$ cat config.mk
export PLATFORM = sky130hd
export DESIGN_NAME = spi_slave_position_enumerator
export DESIGN_NICKNAME = d
export VERILOG_FILES = /design/src/rtl/sspe_pkg.sv /design/src/rtl/spi_slave_position_enumerator.sv /design/src/rtl/sspe_in_stage.sv /design/src/rtl/sspe_core.sv /design/src/rtl/sspe_out_stage.sv
export SDC_FILE = /design/constraint.sdc
export NUM_CORES = 1
export LEC_CHECK = 0
export BUFFER_PORTS_ARGS = -buffer_cell sky130_fd_sc_hd__buf_2
export CAP_MARGIN = 20
export CORE_MARGIN = 2
export CORE_UTILIZATION = 57
export DETAILED_ROUTE_END_ITERATION = 10
export PLACE_DENSITY = 0.79
export SKIP_LAST_GASP = 1
export SYNTH_ARGS = -nofsm -noshare
export SYNTH_HDL_FRONTEND = slang
export SYNTH_SLANG_ARGS = --single-unit
$ cat constraint.sdc
create_clock -name clk -period 5.5 [get_ports clk]
set_input_delay 0.55 -clock clk [delete_from_list [all_inputs] [get_ports clk]]
set_output_delay 0.55 -clock clk [all_outputs]
set_load 0.1 [all_outputs]
$ cat src/rtl/sspe_pkg.sv
package sspe_pkg;

    localparam logic [3:0] BIT_COUNT = 4'd8;
    localparam logic [7:0] X_MASK    = 8'h07;
    localparam logic [7:0] Y_MASK    = 8'h78;
    localparam logic [7:0] OUT_BYTE_RESET = 8'h06;

    typedef struct packed {
        logic sel_left_n;
        logic sel_below_n;
        logic mosi;
        logic sck;
    } pin_t;

    typedef struct packed {
        logic [7:0] address;
        logic       done_res;
        logic       miso;
    } result_t;

    localparam int IN_DATA_W  = 8;
    localparam int OUT_DATA_W = 16;
    localparam int OUT_PAD_W  = OUT_DATA_W - $bits(result_t);

endpackage

$ cat src/rtl/spi_slave_position_enumerator.sv
// SPI mode-0 slave that takes one transaction of sampled pin levels (sck, mosi and the two
// active-low selects) per clock while the output is not stalled and returns one transaction
// of miso, done_res and address for each. A new pin sample is accepted every cycle unless
// m_tready holds back a full result register; its result goes through the pin register and
// then the result register to the master side, with the whole edge-detect, shift and address
// update done in the single step between them. The first select to fall picks the side,
// with sel_below_n winning a tie, out_byte goes out MSB first, and the address is formed and
// done_res pulses when that select rises; the block then locks until reset.
module spi_slave_position_enumerator (
    input  logic                                 clk,
    input  logic                                 rst_n,
    input  logic                                 s_tvalid,
    output logic                                 s_tready,
    // [0] sck, [1] mosi, [2] sel_below_n, [3] sel_left_n, [7:4] zero
    input  logic [sspe_pkg::IN_DATA_W-1:0]       s_tdata,
    output logic                                 m_tvalid,
    input  logic                                 m_tready,
    // [0] miso, [1] done_res, [9:2] address, [15:10] zero
    output logic [sspe_pkg::OUT_DATA_W-1:0]      m_tdata,
    input  logic                                 cfg_valid,
    output logic                                 cfg_ready,
    input  logic [7:0]                           cfg_data
);
    import sspe_pkg::*;

    logic    pin_valid;
    pin_t    pin;
    result_t result;
    logic    out_free;
    logic    advance;

    assign advance   = pin_valid && out_free;
    assign cfg_ready = 1'b1;

    sspe_in_stage u_in_stage (
        .clk       (clk),
        .rst_n     (rst_n),
        .s_tvalid  (s_tvalid),
        .s_tready  (s_tready),
        .s_tdata   (s_tdata),
        .advance   (advance),
        .pin_valid (pin_valid),
        .pin       (pin)
    );

    sspe_core u_core (
        .clk       (clk),
        .rst_n     (rst_n),
        .cfg_valid (cfg_valid),
        .cfg_data  (cfg_data),
        .advance   (advance),
        .pin       (pin),
        .result    (result)
    );

    sspe_out_stage u_out_stage (
        .clk      (clk),
        .rst_n    (rst_n),
        .load     (advance),
        .result   (result),
        .out_free (out_free),
        .m_tvalid (m_tvalid),
        .m_tready (m_tready),
        .m_tdata  (m_tdata)
    );

endmodule

$ cat src/rtl/sspe_in_stage.sv
module sspe_in_stage (
    input  logic                                 clk,
    input  logic                                 rst_n,
    input  logic                                 s_tvalid,
    output logic                                 s_tready,
    input  logic [sspe_pkg::IN_DATA_W-1:0]       s_tdata,
    input  logic                                 advance,
    output logic                                 pin_valid,
    output sspe_pkg::pin_t                       pin
);
    import sspe_pkg::*;

    logic pin_valid_reg;
    logic pin_valid_next;
    pin_t pin_reg;

    assign s_tready = !pin_valid_reg || advance;

    always_comb
    begin
        pin_valid_next = pin_valid_reg;
        if (s_tready)
        begin
            pin_valid_next = s_tvalid;
        end
        else if (advance)
        begin
            pin_valid_next = 1'b0;
        end
    end

    always_ff @(posedge clk or negedge rst_n)
    begin
        if (!rst_n)
        begin
            pin_valid_reg <= 1'b0;
        end
        else
        begin
            pin_valid_reg <= pin_valid_next;
        end
    end

    always_ff @(posedge clk)
    begin
        if (s_tvalid && s_tready)
        begin
            pin_reg <= pin_t'(s_tdata[$bits(pin_t)-1:0]);
        end
    end

    assign pin_valid = pin_valid_reg;
    assign pin       = pin_reg;

endmodule

$ cat src/rtl/sspe_core.sv
module sspe_core (
    input  logic                clk,
    input  logic                rst_n,
    input  logic                cfg_valid,
    input  logic [7:0]          cfg_data,
    input  logic                advance,
    input  sspe_pkg::pin_t      pin,
    output sspe_pkg::result_t   result
);
    import sspe_pkg::*;

    typedef struct packed {
        logic [3:0] bits_left;
        logic       miso;
    } tx_t;

    function automatic tx_t send_bit(input logic [3:0] bits_left, input logic miso_in,
                                     input logic [7:0] byte_in);
        tx_t        r;
        logic [3:0] dec;
        dec         = bits_left - 4'd1;
        r.bits_left = bits_left;
        r.miso      = miso_in;
        if (bits_left != 4'd0 && bits_left <= BIT_COUNT)
        begin
            r.bits_left = dec;
            r.miso      = byte_in[dec[2:0]];
        end
        return r;
    endfunction

    logic [7:0] out_byte_reg;
    logic       prev_sck_reg, prev_sck_next;
    logic       prev_below_reg, prev_below_next;
    logic       prev_left_reg, prev_left_next;
    logic [3:0] tx_bits_reg, tx_bits_next;
    logic [3:0] rx_bits_reg, rx_bits_next;
    logic [7:0] rx_byte_reg, rx_byte_next;
    logic       hit_below_reg, hit_below_next;
    logic       hit_left_reg, hit_left_next;
    logic       locked_reg, locked_next;
    logic [7:0] addr_reg, addr_next;
    logic       miso_reg, miso_next;
    logic       done;

    logic       below_fall, below_rise, left_fall, left_rise;
    logic       sck_fall, sck_rise;
    logic       finish, trig_below, trig_left;
    tx_t        tx_first, tx_second;
    logic [3:0] rx_dec;
    logic [7:0] x_part, y_part;

    always_comb
    begin
        below_fall = prev_below_reg && !pin.sel_below_n;
        below_rise = !prev_below_reg && pin.sel_below_n;
        left_fall  = prev_left_reg && !pin.sel_left_n;
        left_rise  = !prev_left_reg && pin.sel_left_n;
        sck_fall   = prev_sck_reg && !pin.sck;
        sck_rise   = !prev_sck_reg && pin.sck;

        finish     = hit_below_reg ? below_rise : (hit_left_reg ? left_rise : 1'b0);
        trig_below = !hit_below_reg && !hit_left_reg && below_fall;
        trig_left  = !hit_below_reg && !hit_left_reg && !below_fall && left_fall;

        tx_first   = send_bit(tx_bits_reg, miso_reg, out_byte_reg);
        if (!(trig_below || trig_left))
        begin
            tx_first.bits_left = tx_bits_reg;
            tx_first.miso      = miso_reg;
        end
        tx_second  = send_bit(tx_first.bits_left, tx_first.miso, out_byte_reg);
        rx_dec     = rx_bits_reg - 4'd1;

        hit_below_next = hit_below_reg || trig_below;
        hit_left_next  = hit_left_reg || trig_left;
        x_part = (rx_byte_reg & X_MASK) + {7'd0, hit_left_next};
        y_part = (rx_byte_reg & Y_MASK) + {4'd0, hit_below_next, 3'd0};

        prev_sck_next   = prev_sck_reg;
        prev_below_next = prev_below_reg;
        prev_left_next  = prev_left_reg;
        tx_bits_next    = tx_bits_reg;
        rx_bits_next    = rx_bits_reg;
        rx_byte_next    = rx_byte_reg;
        locked_next     = locked_reg;
        addr_next       = addr_reg;
        miso_next       = miso_reg;
        done            = 1'b0;

        if (locked_reg)
        begin
            hit_below_next = hit_below_reg;
            hit_left_next  = hit_left_reg;
        end
        else
        begin
            prev_sck_next   = pin.sck;
            prev_below_next = pin.sel_below_n;
            prev_left_next  = pin.sel_left_n;
            tx_bits_next    = tx_first.bits_left;
            miso_next       = tx_first.miso;
            if (finish)
            begin
                addr_next    = addr_reg | x_part | y_part;
                tx_bits_next = BIT_COUNT;
                rx_bits_next = BIT_COUNT;
                locked_next  = 1'b1;
                done         = 1'b1;
            end
            else if (hit_below_next || hit_left_next)
            begin
                if (sck_fall)
                begin
                    tx_bits_next = tx_second.bits_left;
                    miso_next    = tx_second.miso;
                end
                else if (sck_rise && rx_bits_reg != 4'd0 && rx_bits_reg <= BIT_COUNT)
                begin
                    rx_bits_next = rx_dec;
                    rx_byte_next = rx_byte_reg | ({7'd0, pin.mosi} << rx_dec[2:0]);
                end
            end
        end
    end

    always_ff @(posedge clk or negedge rst_n)
    begin
        if (!rst_n)
        begin
            out_byte_reg <= OUT_BYTE_RESET;
        end
        else if (cfg_valid)
        begin
            out_byte_reg <= cfg_data;
        end
    end

    always_ff @(posedge clk or negedge rst_n)
    begin
        if (!rst_n)
        begin
            prev_sck_reg   <= 1'b0;
            prev_below_reg <= 1'b1;
            prev_left_reg  <= 1'b1;
            tx_bits_reg    <= BIT_COUNT;
            rx_bits_reg    <= BIT_COUNT;
            rx_byte_reg    <= 8'd0;
            hit_below_reg  <= 1'b0;
            hit_left_reg   <= 1'b0;
            locked_reg     <= 1'b0;
            addr_reg       <= 8'd0;
            miso_reg       <= 1'b0;
        end
        else if (advance)
        begin
            prev_sck_reg   <= prev_sck_next;
            prev_below_reg <= prev_below_next;
            prev_left_reg  <= prev_left_next;
            tx_bits_reg    <= tx_bits_next;
            rx_bits_reg    <= rx_bits_next;
            rx_byte_reg    <= rx_byte_next;
            hit_below_reg  <= hit_below_next;
            hit_left_reg   <= hit_left_next;
            locked_reg     <= locked_next;
            addr_reg       <= addr_next;
            miso_reg       <= miso_next;
        end
    end

    assign result.miso     = miso_next;
    assign result.done_res = done;
    assign result.address  = addr_next;

endmodule

$ cat src/rtl/sspe_out_stage.sv
module sspe_out_stage (
    input  logic                                 clk,
    input  logic                                 rst_n,
    input  logic                                 load,
    input  sspe_pkg::result_t                    result,
    output logic                                 out_free,
    output logic                                 m_tvalid,
    input  logic                                 m_tready,
    output logic [sspe_pkg::OUT_DATA_W-1:0]      m_tdata
);
    import sspe_pkg::*;

    logic    res_valid_reg;
    logic    res_valid_next;
    result_t res_reg;

    assign out_free = !res_valid_reg || m_tready;

    always_comb
    begin
        res_valid_next = res_valid_reg;
        if (out_free)
        begin
            res_valid_next = load;
        end
    end

    always_ff @(posedge clk or negedge rst_n)
    begin
        if (!rst_n)
        begin
            res_valid_reg <= 1'b0;
        end
        else
        begin
            res_valid_reg <= res_valid_next;
        end
    end

    always_ff @(posedge clk)
    begin
        if (load)
        begin
            res_reg <= result;
        end
    end

    assign m_tvalid = res_valid_reg;
    assign m_tdata  = {{OUT_PAD_W{1'b0}}, res_reg};

endmodule

==> out/results.ini <==
[global_route]
grt_max_degree = 41
grt_pass1_wl_um = 8631
first_global_vias = 1894
overflow = 0
grt.total_usage_pct = 19.86
antenna_found_initial = 0

[clock_tree]
root_buffer = clkbuf_8
clk_latency_ns = 0.31
clkTransAtPathRegs_ns = 0.11
clkSinkCount = 54
cts_setup_buffers = 0
cts_resized = 0
numCtsBuffers = 5
cts-htree-levels = 2
clk_path_buf_depth = 2
cts_hold_buf = 0
cts_tree = yes

[floorplanning]
die_area_um2 = 5759
rows = 26
die_y_um = 75.89
fp.dieW_um = 75.89
io_pins = 40
initial_core_util_pct = 58.41
core-area_um2 = 5042

[synthesis]
yosysSeqAreaShare_pct = 48.51
synthCells = 261
synth.mux.area_fraction_pct = 8.751
ys_ff_latch = 54
synth_area_leaders = dfrtp_1 29%, edfxtp_1 14%, dfstp_2 5.4%, mux2_2 4.6%, mux4_2 3.8%
synthArstFlopShare_pct = 74.07
synth_flop_cell = dfrtp_1
synth_xor_area_share_pct = 4.418
synth-adder-area-share_pct = 2.549
yosys.area_share.simple_pct = 14.53
synth_top_area_share_pct = 28.89
synth_top_family_by_area = compound AO/OA/AOI/OAI gates
synth_edf_count = 14
yosysWarnings = 0
yosysUniqueCellTypes = 55
yosys.area.top_type = dfrtp_1
synth.avg_cell_area_um2 = 11.28
synth-compound-area-share_pct = 15.68
synth.cell_area_um2 = 2945

[pwr]
p_seq_share_pct = 43.0
peakVddDrop_uv = 236.7
power.density_nw_per_um2 = 401.9
power.total_mw = 1.276
leakage_nw = 1.394
power_switching_mw = 0.5062
switching_share_pct = 39.68
clockPowerShare_pct = 18.2
p_comb_share_pct = 38.8
p_int_mw = 0.7696

[sta]
fmax_ghz = 0.3289
final-max-slew-violation-count = 0
post-route-min-period_ns = 3.040
hold_viol = 0
worst_pin_slew_ns = 1.006
setup_slack_ns = 2.460
max_slew_margin_pct = 32.66
setup_viol = 0
post-route-period-util_pct = 55.28
fin_setup_tns_ns = 0
skew_ns = 0.009982
rsz0062_at_grt = no

[route]
routed_wl_um = 5083
via_per_inst = 5.724
first_iter_violations = 81
dr.pass1.iters = 4
avgRoutedWirePerCell_um = 14.32
drtAntennaViolNets = 0
via_count = 2032
drc_errors = 0

[layout]
multi_input_area_um2 = 1379
diodes = 0
nFillCells = 409
stdcell_count = 355
synthToLayoutAreaGrowth_pct = 7.774
final_net_count = 311
largest_reg_flops = 10
layout-drive-gt1-share_pct = 24.56
final_util_pct = 62.95
seq_area_um2 = 1429

[setup_path]
r2r-start = u_core.tx_bits_reg[0]$_DFFE_PN0P_
cp.required_ns = 5.56
r2r_cells = 8
r2r_slack_ns = 2.46
cp-endpoint = u_out_stage.m_tdata[0]$_DFFE_PP_
cp_slowest_cell = dfrtp_1
cp_cell_sequence = inv_1 -> ha_1 -> xor2_2 -> nor3_1 -> or4_1 -> nor4b_1 -> a31oi_1 -> o21ai_1
path_class = reg2reg
r2r-end = u_out_stage.m_tdata[0]$_DFFE_PP_
arrival_ns = 3.10
setup.worst_path.start = u_core.tx_bits_reg[0]$_DFFE_PN0P_
cp-start-kind = register
path_max_fanout = 14
crit_path_end_kind = register
max_stage_delay_ns = 0.67

[run]
max_cap_violations = 0

[placement]
io_buffers = 28
hpwl_um = 3847
dp_cells = 347
finalWeightedCongestion = 0.8815
dpl_worst_slack_ns = 2.476

[min_path]
hp-class = in2async

[status]
status = finished, final reports clean

-- synthesized netlist by cell type, drive strengths merged, types with 2 or more instances --
cell type	instances
a31oi	6
dfstp	6
dfrtp	34
and2	2
buf	15
a2bb2oi	2
clkbuf	3
a2111oi	2
nand3	7
a41o	2
mux4	5
nand2	24
mux2	12
nand2b	10
xor2	7
nor3	9
ha	6
nor3b	2
xnor2	7
or2	3
a21oi	5
or4	2
edfxtp	14
or3	3
o21ai	11
conb	2
inv	9
o32ai	3
nor2b	2
nor2	10
o21bai	8
o31ai	4
a21o	13
-- stage by stage --
stage          hold slack (ns)  cell area, um^2
2_1_floorplan           0.2544             2964
3_3_place_gp            0.4309             3077
3_5_place_dp            0.4468             3077
4_1_cts                 0.3755             3174
5_1_grt                 0.3986             3174
6_report                0.3449             3174
-- power groups by stage --
| stage | Sequential (mW) | Clock (mW) | Combinational [mW] |
|---|---|---|---|
| 6_report | 0.549 | 0.232 | 0.495 |
| 5_1_grt | 0.559 | 0.252 | 0.548 |
| 4_1_cts | 0.548 | 0.237 | 0.495 |
| 3_5_place_dp | 0.556 | 0 | 0.494 |
| 3_3_place_gp | 0.553 | 0 | 0.489 |
| 2_1_floorplan | 0.573 | 0 | 0.394 |
-- layer usage --
metal  global-route usage (%)  vias up  wire, um
li1                         -      976         -
met1                    27.61      993      2391
met2                    32.47       56      2436
met3                    3.571        7       200
met4                    4.873        0        54
met5                        0        -         0
-- worst min-delay path by stage --
stage / start / end / slack (ns) / cells after the start
floorplan: rst_n / u_core.addr_reg[0]$_DFFE_PN0P_ / 0.25 / 0
global placement: u_core.addr_reg[6]$_DFFE_PN0P_ / u_core.addr_reg[6]$_DFFE_PN0P_ / 0.43 / 1
detailed placement: u_core.addr_reg[1]$_DFFE_PN0P_ / u_core.addr_reg[1]$_DFFE_PN0P_ / 0.45 / 1
CTS: rst_n / u_core.rx_byte_reg[6]$_DFFE_PN0P_ / 0.38 / 1
global route: s_tdata[2] / u_in_stage.pin[2]$_DFFE_PP_ / 0.40 / 1
finish: rst_n / u_core.locked_reg$_DFFE_PN0P_ / 0.34 / 1
-- layout by cell type (no fill, tap or decap), types with 3 or more instances in the layout --
cell	count
dfrtp_1	34
buf_2	28
nand2_1	24
edfxtp_1	14
a21o_1	13
mux2_2	12
nand2b_1	10
inv_1	9
nor3_1	9
nor2_1	9
o21bai_1	8
o21ai_1	8
xnor2_1	7
conb_1	7
nand3_1	6
xor2_1	6
a31oi_1	6
ha_1	6
dfstp_2	6
mux4_2	5
clkbuf_8	5
a21oi_1	4
or3_1	3
o31ai_1	3
o21ai_0	3
-- final cells by class --
type | count | area share, %
timing repair buffer | 29 | 4.651
inverter | 9 | 1.064
clock inverter | 3 | 0.9066
clock buffer | 5 | 2.168
tap | 70 | 2.759
multi-input combinational | 185 | 43.44
sequential | 54 | 45.01
-- cells by family (layout without fill, tap and decap cells) --
logic type / Yosys count / in the layout
simple gates: 77 / 77
flops: 54 / 54
fa+ha+maj: 6 / 6
buf+inv: 27 / 46
compound gates: 63 / 63
mux: 18 / 18
xor+xnor: 14 / 14
other cells: 2 / 7
-- critical path, delay by kind of cell, from the launching register on --
family	cells	cell delay (ns)
XOR/XNOR	1	0.30
buffers and inverters	1	0.17
adder cells (fa/ha/maj)	1	0.38
AO/OA/AOI/OAI	2	0.30
flip-flops	1	0.67
AND/OR/NAND/NOR	3	0.97
Power figures use the tool's default switching activity.
